[config.mk]
export PLATFORM = sky130hd
export DESIGN_NAME = checked_int64_update_alu_core
export DESIGN_NICKNAME = d
export VERILOG_FILES = /design/src/rtl/core/ci64_pkg.sv /design/src/rtl/core/ci64_datapath.sv /design/src/rtl/core/ci64_ctrl.sv /design/src/rtl/core/checked_int64_update_alu_core.sv
export SDC_FILE = /design/constraint.sdc
export NUM_CORES = 2
export LEC_CHECK = 0
export BUFFER_PORTS_ARGS = -buffer_cell sky130_fd_sc_hd__buf_2
export CORE_MARGIN = 2
export CORE_UTILIZATION = 40
export DETAILED_ROUTE_END_ITERATION = 12
export SYNTH_ARGS = -nofsm -noshare
export SYNTH_HDL_FRONTEND = slang
export SYNTH_SLANG_ARGS = --single-unit
[constraint.sdc]
create_clock -name i_clk -period 12.6 [get_ports i_clk]
set_input_delay 0.63 -clock i_clk [delete_from_list [all_inputs] [get_ports i_clk]]
set_output_delay 0.63 -clock i_clk [all_outputs]
set_load 0.1 [all_outputs]
[src/rtl/core/ci64_pkg.sv]
// Shared types, codes and constants of the checked 64-bit update ALU.
package ci64_pkg;

    localparam logic [7:0] OperandLen = 8'd8;

    localparam logic [3:0] FN_SET = 4'd0;
    localparam logic [3:0] FN_ADD = 4'd1;
    localparam logic [3:0] FN_SUB = 4'd2;
    localparam logic [3:0] FN_MUL = 4'd3;
    localparam logic [3:0] FN_DIV = 4'd4;
    localparam logic [3:0] FN_MOD = 4'd5;
    localparam logic [3:0] FN_AND = 4'd6;
    localparam logic [3:0] FN_OR  = 4'd7;
    localparam logic [3:0] FN_XOR = 4'd8;

    localparam logic [2:0] ST_OK          = 3'd0;
    localparam logic [2:0] ST_WRONGTYPE   = 3'd1;
    localparam logic [2:0] ST_MALFORMED   = 3'd2;
    localparam logic [2:0] ST_OVERFLOW    = 3'd3;
    localparam logic [2:0] ST_WRONGACTION = 3'd4;

    typedef struct packed {
        logic       load;      // capture item and start
        logic       iterate;   // one divide / multiply step
        logic       commit;    // write result into accumulator
        logic       abort;     // set aborted flag
        logic       emit;      // capture result into output register
    } t_ctl_cmd;

    typedef struct packed {
        logic       skip;      // run already aborted: no work, no result
        logic       simple;    // result known after load
        logic       done;      // iterative unit finished
        logic       last;
        logic [2:0] status;
    } t_ctl_sts;

endpackage

[src/rtl/core/ci64_datapath.sv]
// Datapath: accumulator, operand checks, shift-add multiplier and restoring divider.
module ci64_datapath (
    input  logic                 i_clk,
    input  logic                 i_rst_n,
    input  ci64_pkg::t_ctl_cmd   i_cmd,
    input  logic                 i_first,
    input  logic                 i_old_present,
    input  logic [63:0]          i_prior_value,
    input  logic [3:0]           i_func,
    input  logic [63:0]          i_operand,
    input  logic                 i_operand_is_int,
    input  logic [7:0]           i_operand_bytes,
    input  logic                 i_last,
    output ci64_pkg::t_ctl_sts   o_sts,
    output logic [63:0]          o_value,
    output logic [2:0]           o_status
);

    logic [63:0]  r_acc, n_acc_base;
    logic         r_aborted;
    logic [63:0]  r_a, r_b;          // magnitudes
    logic [127:0] r_work;            // mul: product / div: {rem, quot}
    logic [6:0]   r_cnt;
    logic [3:0]   r_func;
    logic         r_neg, r_aneg, r_last, r_simple, r_skip;
    logic [2:0]   r_st;
    logic [63:0]  r_res;
    logic [63:0]  r_oval;
    logic [2:0]   r_ost;

    logic [63:0]  w_amag, w_bmag, w_easy;
    logic [2:0]   w_st;
    logic         w_simple, w_aborted;
    logic [64:0]  w_sum, w_diff;
    logic [63:0]  w_s, w_mulq, w_q, w_rm, w_fin;
    logic [2:0]   w_fst;
    logic [63:0]  w_val;
    logic [2:0]   w_vst;

    always_comb begin
        n_acc_base = i_first ? (i_old_present ? i_prior_value : 64'd0) : r_acc;
        w_aborted  = i_first ? 1'b0 : r_aborted;
        w_amag     = n_acc_base[63] ? (64'd0 - n_acc_base) : n_acc_base;
        w_bmag     = i_operand[63] ? (64'd0 - i_operand) : i_operand;
        w_easy     = 64'd0;
        w_st       = ci64_pkg::ST_OK;
        w_simple   = 1'b1;
        w_s        = 64'd0;
        if (!i_operand_is_int) begin
            w_st = ci64_pkg::ST_WRONGTYPE;
        end else if (i_operand_bytes != ci64_pkg::OperandLen) begin
            w_st = ci64_pkg::ST_MALFORMED;
        end else begin
            unique case (i_func)
                ci64_pkg::FN_SET: w_easy = i_operand;
                ci64_pkg::FN_ADD: begin
                    w_s = n_acc_base + i_operand;
                    w_easy = w_s;
                    if ((~(n_acc_base[63] ^ i_operand[63])) & (n_acc_base[63] ^ w_s[63]))
                        w_st = ci64_pkg::ST_OVERFLOW;
                end
                ci64_pkg::FN_SUB: begin
                    w_s = n_acc_base - i_operand;
                    w_easy = w_s;
                    if ((n_acc_base[63] ^ i_operand[63]) & (n_acc_base[63] ^ w_s[63]))
                        w_st = ci64_pkg::ST_OVERFLOW;
                end
                ci64_pkg::FN_MUL: begin
                    w_simple = 1'b0;
                end
                ci64_pkg::FN_DIV, ci64_pkg::FN_MOD: begin
                    if (i_operand == 64'd0 ||
                        (n_acc_base == {1'b1, 63'd0} && i_operand == '1)) begin
                        w_st = ci64_pkg::ST_OVERFLOW;
                    end else begin
                        w_simple = 1'b0;
                    end
                end
                ci64_pkg::FN_AND: w_easy = n_acc_base & i_operand;
                ci64_pkg::FN_OR:  w_easy = n_acc_base | i_operand;
                ci64_pkg::FN_XOR: w_easy = n_acc_base ^ i_operand;
                default:          w_st = ci64_pkg::ST_WRONGACTION;
            endcase
        end
        if (w_st != ci64_pkg::ST_OK) begin
            w_simple = 1'b1;
        end
    end

    // one step of each iterative form
    assign w_sum  = {1'b0, r_work[127:64]} + (r_work[0] ? {1'b0, r_a} : 65'd0);
    assign w_diff = {1'b0, r_work[126:63]} - {1'b0, r_b};

    // finish: sign and range of multiply, sign of quotient/remainder
    always_comb begin
        w_mulq = r_work[63:0];
        w_q    = r_work[63:0];
        w_rm   = r_work[127:64];
        w_fin  = 64'd0;
        w_fst  = ci64_pkg::ST_OK;
        if (r_func == ci64_pkg::FN_MUL) begin
            if (r_work[127:64] != 64'd0 ||
                (r_neg ? (w_mulq > {1'b1, 63'd0}) : w_mulq[63])) begin
                w_fst = ci64_pkg::ST_OVERFLOW;
            end
            w_fin = r_neg ? (64'd0 - w_mulq) : w_mulq;
        end else if (r_func == ci64_pkg::FN_DIV) begin
            w_fin = r_neg ? (64'd0 - w_q) : w_q;
        end else begin
            w_fin = r_aneg ? (64'd0 - w_rm) : w_rm;
        end
    end

    always_comb begin
        w_vst = r_simple ? r_st : w_fst;
        w_val = r_simple ? r_res : w_fin;
    end

    always_ff @(posedge i_clk) begin
        if (!i_rst_n) begin
            r_acc     <= 64'd0;
            r_aborted <= 1'b0;
            r_cnt     <= 7'd0;
        end else begin
            if (i_cmd.load) begin
                r_acc     <= n_acc_base;
                r_aborted <= w_aborted;
                r_skip    <= w_aborted;
                r_simple  <= w_simple;
                r_st      <= w_st;
                r_res     <= w_easy;
                r_last    <= i_last;
                r_func    <= i_func;
                r_neg     <= n_acc_base[63] ^ i_operand[63];
                r_aneg    <= n_acc_base[63];
                r_a       <= w_amag;
                r_b       <= w_bmag;
                r_cnt     <= 7'd0;
                r_work    <= (i_func == ci64_pkg::FN_MUL) ? {64'd0, w_bmag} : {64'd0, w_amag};
            end else if (i_cmd.iterate) begin
                r_cnt <= r_cnt + 7'd1;
                if (r_func == ci64_pkg::FN_MUL) begin
                    r_work <= {w_sum, r_work[63:1]};
                end else if (!w_diff[64]) begin
                    r_work <= {w_diff[63:0], r_work[62:0], 1'b1};
                end else begin
                    r_work <= {r_work[126:0], 1'b0};
                end
            end
            if (i_cmd.commit) begin
                r_acc <= w_val;
            end
            if (i_cmd.abort) begin
                r_aborted <= 1'b1;
            end
            if (i_cmd.emit) begin
                r_oval <= (w_vst == ci64_pkg::ST_OK) ? w_val : 64'd0;
                r_ost  <= w_vst;
            end
        end
    end

    always_comb begin
        o_sts.skip   = r_skip;
        o_sts.simple = r_simple;
        o_sts.done   = r_cnt[6];
        o_sts.last   = r_last;
        o_sts.status = w_vst;
    end

    assign o_value  = r_oval;
    assign o_status = r_ost;

endmodule

[src/rtl/core/ci64_ctrl.sv]
// Controller: sequences load, iteration, commit and result delivery per item.
module ci64_ctrl (
    input  logic                 i_clk,
    input  logic                 i_rst_n,
    input  logic                 i_in_valid,
    output logic                 o_in_ready,
    output logic                 o_out_valid,
    input  logic                 i_out_ready,
    input  ci64_pkg::t_ctl_sts   i_sts,
    output ci64_pkg::t_ctl_cmd   o_cmd
);

    localparam logic [1:0] S_IDLE = 2'd0;
    localparam logic [1:0] S_EVAL = 2'd1;
    localparam logic [1:0] S_ITER = 2'd2;

    logic [1:0]  r_state, n_state;
    logic        r_ovalid, w_fin;

    assign o_in_ready = (r_state == S_IDLE) && (!r_ovalid || i_out_ready);

    always_comb begin
        n_state = r_state;
        o_cmd   = '0;
        w_fin   = 1'b0;
        unique case (r_state)
            S_IDLE: begin
                if (i_in_valid && o_in_ready) begin
                    o_cmd.load = 1'b1;
                    n_state    = S_EVAL;
                end
            end
            S_EVAL: begin
                if (i_sts.skip) begin
                    n_state = S_IDLE;
                end else if (i_sts.simple) begin
                    w_fin   = 1'b1;
                    n_state = S_IDLE;
                end else begin
                    o_cmd.iterate = 1'b1;
                    n_state       = S_ITER;
                end
            end
            S_ITER: begin
                if (i_sts.done) begin
                    w_fin   = 1'b1;
                    n_state = S_IDLE;
                end else begin
                    o_cmd.iterate = 1'b1;
                end
            end
            default: n_state = S_IDLE;
        endcase
        if (w_fin) begin
            o_cmd.commit = (i_sts.status == ci64_pkg::ST_OK);
            o_cmd.abort  = (i_sts.status != ci64_pkg::ST_OK);
            o_cmd.emit   = (i_sts.status != ci64_pkg::ST_OK) || i_sts.last;
        end
    end

    always_ff @(posedge i_clk) begin
        if (!i_rst_n) begin
            r_state  <= S_IDLE;
            r_ovalid <= 1'b0;
        end else begin
            r_state <= n_state;
            if (o_cmd.emit) begin
                r_ovalid <= 1'b1;
            end else if (i_out_ready) begin
                r_ovalid <= 1'b0;
            end
        end
    end

    assign o_out_valid = r_ovalid;

endmodule

[src/rtl/core/checked_int64_update_alu_core.sv]
// Top level of the checked signed 64-bit update ALU.
// Usage: operation items enter on the s_axis channel; tdata carries
// prior_value, func, operand and operand_bytes, tuser carries first,
// old_present and operand_is_int, tlast marks the last item of a run.
// The result leaves on m_axis: tdata holds value and status.
// Set, add, sub, and, or, xor and any item that fails its checks or
// falls in an aborted run end in the evaluate state after load; mul,
// div and mod iterate in the 64-step shift-add multiplier and the
// restoring divider that share one work register. One item is in work
// at a time. A result is held in an output register; the next item is
// accepted while it waits only if the receiver takes it, so a stalled
// receiver holds the block after at most one finished result.
// A run yields one result: on its last item, or on its first error,
// after which items are dropped until the next first item.
// Reset clears the accumulator, the abort flag and the output valid.
module checked_int64_update_alu_core (
    input  logic         i_clk,
    input  logic         i_rst_n,
    input  logic         s_axis_tvalid,
    output logic         s_axis_tready,
    // prior_value[63:0], func[67:64], operand[131:68], operand_bytes[139:132]
    input  logic [143:0] s_axis_tdata,
    // first[0], old_present[1], operand_is_int[2]
    input  logic [2:0]   s_axis_tuser,
    input  logic         s_axis_tlast,
    output logic         m_axis_tvalid,
    input  logic         m_axis_tready,
    // value[63:0], status[66:64]
    output logic [71:0]  m_axis_tdata
);

    ci64_pkg::t_ctl_cmd w_cmd;
    ci64_pkg::t_ctl_sts w_sts;
    logic [63:0]        w_oval;
    logic [2:0]         w_ost;

    ci64_datapath u_dp (
        .i_clk           (i_clk),
        .i_rst_n         (i_rst_n),
        .i_cmd           (w_cmd),
        .i_first         (s_axis_tuser[0]),
        .i_old_present   (s_axis_tuser[1]),
        .i_prior_value   (s_axis_tdata[63:0]),
        .i_func          (s_axis_tdata[67:64]),
        .i_operand       (s_axis_tdata[131:68]),
        .i_operand_is_int(s_axis_tuser[2]),
        .i_operand_bytes (s_axis_tdata[139:132]),
        .i_last          (s_axis_tlast),
        .o_sts           (w_sts),
        .o_value         (w_oval),
        .o_status        (w_ost)
    );

    ci64_ctrl u_ctrl (
        .i_clk       (i_clk),
        .i_rst_n     (i_rst_n),
        .i_in_valid  (s_axis_tvalid),
        .o_in_ready  (s_axis_tready),
        .o_out_valid (m_axis_tvalid),
        .i_out_ready (m_axis_tready),
        .i_sts       (w_sts),
        .o_cmd       (w_cmd)
    );

    assign m_axis_tdata = {5'd0, w_ost, w_oval};

endmodule

Word level (Yosys, flattened, before mapping)
Cells that the tools add are included.

Flip-flop bits (word level): 474. Word-level logic and storage cells: 135. Output and inout bits: 74. Input bits: 152.

Multiplexer cells: 51. Add/subtract/negate cells: 9. Bitwise logic cells: 11. Magnitude comparators: 1. Reductions and logical operators: 28. Eq/ne operators: 17.

Operators with widths (count): 2-to-1 mux 64 bit (13); 2-to-1 mux 128 bit (4); one-hot mux 64 bit (6 select lines) (1); subtractor 1 x 64 -> 64 bit, first input constant (4); equality test 64 bit, second input constant (2); adder 64 x 65 -> 65 bit (1); subtractor 64 x 64 -> 65 bit (1); adder 64 bit (1); bitwise AND 64 bit (1); > comparator 64 bit, second input constant (1); logical NOT 64 bit (1); OR 64 bit (1); nonzero test 64 bit (1); subtractor 64 bit (1); XOR 64 bit (1); equality test 4 x 3 -> 1 bit, second input constant (5); 2-to-1 mux 2 bit (8); 2-to-1 mux 1 bit (15); 2-to-1 mux 3 bit (5); equality test 4 x 2 -> 1 bit, second input constant (3); one-hot mux 3 bit (4 select lines) (1); != test 8 x 4 -> 1 bit, second input constant (1); AND reduction 2 bit (4); nonzero test 2 bit (4); 21 further kinds (37).

Logic depth before layout (Yosys ltp)
Word-level depth: 11. Mapped depth: 25.

By module
Synthesis repeated with hierarchy kept, for this count alone.

Cells, all modules: 5715. Area total of the unflattened synthesis: 45541.2 µm².

Modules (own cells, without submodules): ci64_datapath (cells an instance 5675, sequential area each 13422.9 µm², area an instance 45229.6 µm², instances 1); ci64_ctrl (cells an instance 34, sequential area each 60.1 µm², area an instance 270.3 µm², instances 1); checked_int64_update_alu_core (cells an instance 6, sequential area each 0.0 µm², area an instance 41.3 µm², instances 1).

Worst setup path after synthesis
No wires, ideal clock.

Path kind: reg2reg. Start point: register u_ctrl.r_ovalid, in the netlist u_ctrl.o_out_valid. End point: register u_dp.r_a[0] (enable). Required time: 11.827 ns. Setup slack: 0.944 ns. Clock period less this slack: 11.656 ns. Buffers on the path: 2. Data arrival time: 10.883 ns. Stages on the path, launching flop included: 7. Setup time: 0.773 ns. Cell sequence: dfxtp_1 -> nand2b_1 -> and2_1 -> nand2_1 -> clkbuf_1 -> clkbuf_1 -> nor2_1.

Cells in the longest elaborated chain, start to end: 7.

Ends and longest elaborated chain: start, declared (RTL line ci64_ctrl.sv:18) `logic r_ovalid, w_fin;`; start signal, assigned (RTL line ci64_ctrl.sv:64) `r_ovalid <= 1'b0;`; start signal, assigned (RTL line ci64_ctrl.sv:68) `r_ovalid <= 1'b1;`; start signal, assigned (RTL line ci64_ctrl.sv:70) `r_ovalid <= 1'b0;`; logical NOT 1 bit (RTL line ci64_ctrl.sv:20) `assign o_in_ready = (r_state == S_IDLE) && (!r_ovalid || i_out_ready);`; logical OR 1 bit (RTL line ci64_ctrl.sv:20); logical AND 1 bit (RTL line ci64_ctrl.sv:20); via s_axis_tready (RTL line checked_int64_update_alu_core.sv:20) `output logic s_axis_tready,`; logical AND 1 bit (RTL line ci64_ctrl.sv:28) `if (i_in_valid && o_in_ready) begin`; 2-to-1 mux 1 bit (RTL line ci64_ctrl.sv:28); 2-to-1 mux 1 bit (RTL line ci64_ctrl.sv:26) `unique case (r_state)`; AND reduction 2 bit (no line); end signal, assigned (RTL line ci64_datapath.sv:136) `r_a <= w_amag;`; end, declared (RTL line ci64_datapath.sv:21) `logic [63:0] r_a, r_b;`.

The timed path passes the listed nets, and every way through them passes these cells. A chain may end at the register's enable or synchronous reset.

Worst setup path after layout
Start point: input port s_axis_tuser[0]. End point: register u_dp.r_res[62] (data pin).

Cells in the longest elaborated chain, start to end: 3. Elaborated cells on any way between the ends: 7.

Ends and longest elaborated chain: start, declared (RTL line checked_int64_update_alu_core.sv:24) `input logic [2:0] s_axis_tuser,`; 2-to-1 mux 64 bit (*) (RTL line ci64_datapath.sv:41) `n_acc_base = i_first ? (i_old_present ? i_prior_value : 64'd0) : r_acc;`; subtractor 64 bit (tied with other cells) (RTL line ci64_datapath.sv:63) `w_s = n_acc_base - i_operand;`; one-hot mux 64 bit (6 select lines) (*) (RTL line ci64_datapath.sv:54) `unique case (i_func)`; end signal, assigned (RTL line ci64_datapath.sv:131) `r_res <= w_easy;`; end, declared (RTL line ci64_datapath.sv:27) `logic [63:0] r_res;`.

Every way passes the cells marked *; elsewhere a longest branch is shown, timed or not.

==> results_dict.tcl <==
set metrics [dict create \
    num_vias 45200 \
    rows 123 \
    cts_root_buf "clkbuf_16" \
    cts_resized 0 \
    die-area_sq_um 116000 \
    synth.area.top_cells "edfxtp_1 (26%), ha_1 (9.0%), a21oi_1 (6.5%)" \
    via_per_inst 6.22 \
    worstSetupStartpointType "input port" \
    power_density_nw_per_um2 113 \
    die_w_microns 341 \
    cp-end-kind "flop" \
    drive_above_1_share_pct 8.20 \
    maxCapViolCount 0 \
    antenna_found_initial 16 \
    synth_flop_cell "edfxtp_1" \
    synth-simple-area-share_pct 19.4 \
    synthMuxAreaShare_pct 0.529 \
    clockPowerShare_pct 33.1 \
    wl_per_cell_microns 25.3 \
    dr.pass1.iters 7 \
    grt_pass1_vias 40900 \
    cts_tree "yes" \
    p_seq_share_pct 34.2 \
    cp_data_required_time_ns 13.02 \
    synth_fa_ha_area_share_pct 9.16 \
    synth_top_area_share_pct 26.4 \
    max_freq_ghz 0.150 \
    finalSetupViolCount 0 \
    pwr-share-comb_pct 32.7 \
    p_switching_mw 2.07 \
    synth-compound-area-share_pct 27.7 \
    worstHoldStart "s_axis_tlast" \
    numCtsBuffers 56 \
    worstMarginPinSlew_ns 1.15 \
    cts_setup_buffers 0 \
    slew_viol_final 0 \
    dp_hpwl_microns 141000 \
    worstSetupPathType "input port to flop" \
    fin_tns_setup_ns 0 \
    die_h_microns 341 \
    synth_top_area_cell "edfxtp_1" \
    synth_cell_types 91 \
    status "completed" \
    io_pins 226 \
    clock_latency_ns 0.70 \
    layout_min_cycle_time_ns 6.65 \
    fin_crit_sh_pct 52.8 \
    crit_fanout 50 \
    intPower_mw 3.56 \
    ys.warnings.count 0 \
    arrival_ns 7.07 \
    vdd_drop_max_mv 0.117 \
    hp-class "input port to flop" \
    wirelength_microns 184000 \
    clockBufferDepth 3 \
    cts.clk_slew.worst_paths_ns 0.06 \
    hold_viol 0 \
    grt_max_degree 163 \
    core_area_sq_um 112000 \
    power.leakage_nw 19.4 \
    timing.rr.start "u_dp.r_work[76]$_SDFFCE_PP0P_" \
    startpoint "s_axis_tuser[0]" \
    cts.sinks 474 \
    synthCells 5731 \
    p_sw_share_pct 36.8 \
    htree_levels 2 \
    portBuffers 216 \
    syn_area_sq_um 45400 \
    dr.first_iter.drc_count 5414 \
    grt_pass1_wl_microns 269000 \
    grt_setup_unrepaired "false" \
    cts_hold_buffers 0 \
    start_util_pct 40.3 \
    power_mw 5.63 \
    gp_congestion 0.958 \
    synth_top_family_by_area "compound AO/OA/AOI/OAI gates" \
    final_nets 6193 \
    drtAntennaViolNets 0 \
    ys_seq_area_share_pct 29.7 \
    drcViolationCount 0 \
    grt_util_all_layers_pct 30.4 \
    synthTopCellsByCount "nor2_1 (620), a21oi_1 (585), nand2_1 (506)" \
    synth_edf_count 399 \
    synth_seq_cells 474 \
    area.growth.synth_to_final_pct 9.58 \
    finClkSkew_ns 0.0452 \
    slew_headroom_pct 22.7 \
    synth_area_per_cell_sq_um 7.92 \
    gr-total-overflow 0 \
    synthMostInstantiatedCell "nor2_1" \
    synth-xor-area-share_pct 7.64 \
    synthArstFlopShare_pct 0 \
]
==> path summary, 6_finish.rpt <==
check,end,slack (ns),cells after the start
max,u_dp.r_res[62]$_SDFFCE_PP0P_,5.95,18
min,u_dp.r_last$_DFFE_PP_,0.24,1
max reg2reg,u_dp.r_acc[17]$_SDFFE_PN0P_,6.71,11
min reg2reg,u_dp.r_cnt[1]$_SDFFE_PP0P_,0.48,2
==> cell type report <==
type | count | area [sq um]
diodes | 14 | 35.0
multi-input cells | 4570 | 29400
clock buffers | 65 | 1470
flip-flops and latches | 474 | 13500
well taps | 1500 | 1880
inverters | 310 | 1160
repair buffers | 299 | 1730
fillers | 11300 | 62800
clock inverters | 37 | 566
==> critical path, stage by stage <==
cell and delay (ns):
buf_2 0.08, buf_4 0.34, and2_2 0.41, buf_4 0.59, a22oi_1 0.32, inv_1 0.28, ha_1 0.49, nand4_1 0.23
nor4_1 0.88, o2111ai_1 0.51, a31oi_1 0.59, o21ai_0 0.31, nor3_1 0.45, a21o_1 0.25, a21oi_1 0.11, and4b_1 0.22
nor3_1 0.17, a21oi_1 0.09
==> layout by cell type (no fill, tap or decap), types with 30 or more instances in the layout <==
| cell | netlist | final |
|---|---|---|
| nor2_1 | 620 | 618 |
| a21oi_1 | 585 | 583 |
| nand2_1 | 506 | 504 |
| edfxtp_1 | 399 | 399 |
| ha_1 | 326 | 326 |
| o21ai_0 | 324 | 324 |
| inv_1 | 307 | 306 |
| xnor2_1 | 289 | 289 |
| buf_2 | 14 | 216 |
| a211oi_1 | 184 | 184 |
| and2_1 | 127 | 126 |
| a31oi_1 | 124 | 124 |
| xor2_1 | 107 | 107 |
| a21o_1 | 105 | 105 |
| nand3_1 | 103 | 101 |
| o31ai_1 | 92 | 91 |
| nor3_1 | 86 | 86 |
| nand4_1 | 83 | 83 |
| buf_4 | 6 | 81 |
| dfxtp_1 | 75 | 75 |
| a221oi_1 | 68 | 68 |
| a22oi_1 | 62 | 61 |
| o21bai_1 | 58 | 58 |
| clkbuf_16 | 0 | 57 |
| nor4_1 | 51 | 49 |
| or3_1 | 48 | 48 |
| and3_1 | 46 | 44 |
| nand2b_1 | 42 | 42 |
| nor2b_1 | 43 | 42 |
| o211ai_1 | 42 | 42 |
| or4_1 | 37 | 37 |
| o41ai_1 | 37 | 37 |
| o21a_1 | 31 | 31 |
| o22ai_1 | 30 | 30 |
==> cell families after synthesis <==
kind of cell | count (synthesis)
xor gates and xnor gates | 396
muxes | 24
and+or+nand+nor | 1866
buffers and inverters | 691
other | 1
DFF | 474
AOI/OAI and AO/OA | 1949
adders and majority gates | 330
==> registers in the layout, summed over array words and instances (netlist names) <==
signal and cells:
u_dp.r_simple 1, u_dp.r_st 3, u_dp.r_neg 1, u_ctrl.r_state 2, u_dp.r_func 4, u_dp.r_aneg 1
u_dp.r_skip 1, u_dp.r_b 64, u_dp.o_status 3, u_dp.r_last 1, u_ctrl.o_out_valid 1, u_dp.r_cnt 7
u_dp.r_a 64, u_dp.o_value 64, u_dp.r_aborted 1, u_dp.r_acc 64, u_dp.r_work 128, u_dp.r_res 64
==> power groups by stage <==
stage               Clock [mW]  Combinational [mW]  Sequential (mW)
floorplan                    0                1.25             1.94
global placement             0                1.77             1.95
detailed placement           0                1.77             1.95
CTS                       1.88                1.79             1.92
global route              1.93                1.99             1.93
finish                    1.86                1.84             1.93
==> metal layers <==
metal	track usage [%]	wire length, microns	vias to the layer above	share of wire, %
li1	-	-	21000	-
met1	46.9	84500	21600	46
met2	41.2	72100	2373	39
met3	5.97	20100	269	11
met4	11.3	7090	0	3.9
met5	0	0	-	0
==> stage by stage <==
step / utilization [%] / area, sq um / cells / worst slack (ns) / hold slack [ns]
final: 44.2 / 49700 / 7269 / 5.95 / 0.244
after detailed placement: 42.4 / 47700 / 7153 / 5.56 / 0.471
after global placement: 42.4 / 47700 / 7153 / 5.55 / 0.462
after global routing: 44.2 / 49700 / 7267 / 5.89 / 0.217
after floorplan: - / 45400 / 5735 / 0.944 / 0.454
after CTS: 44.2 / 49700 / 7255 / 6.26 / 0.203
Note: power is estimated with default switching activity, not from simulation.
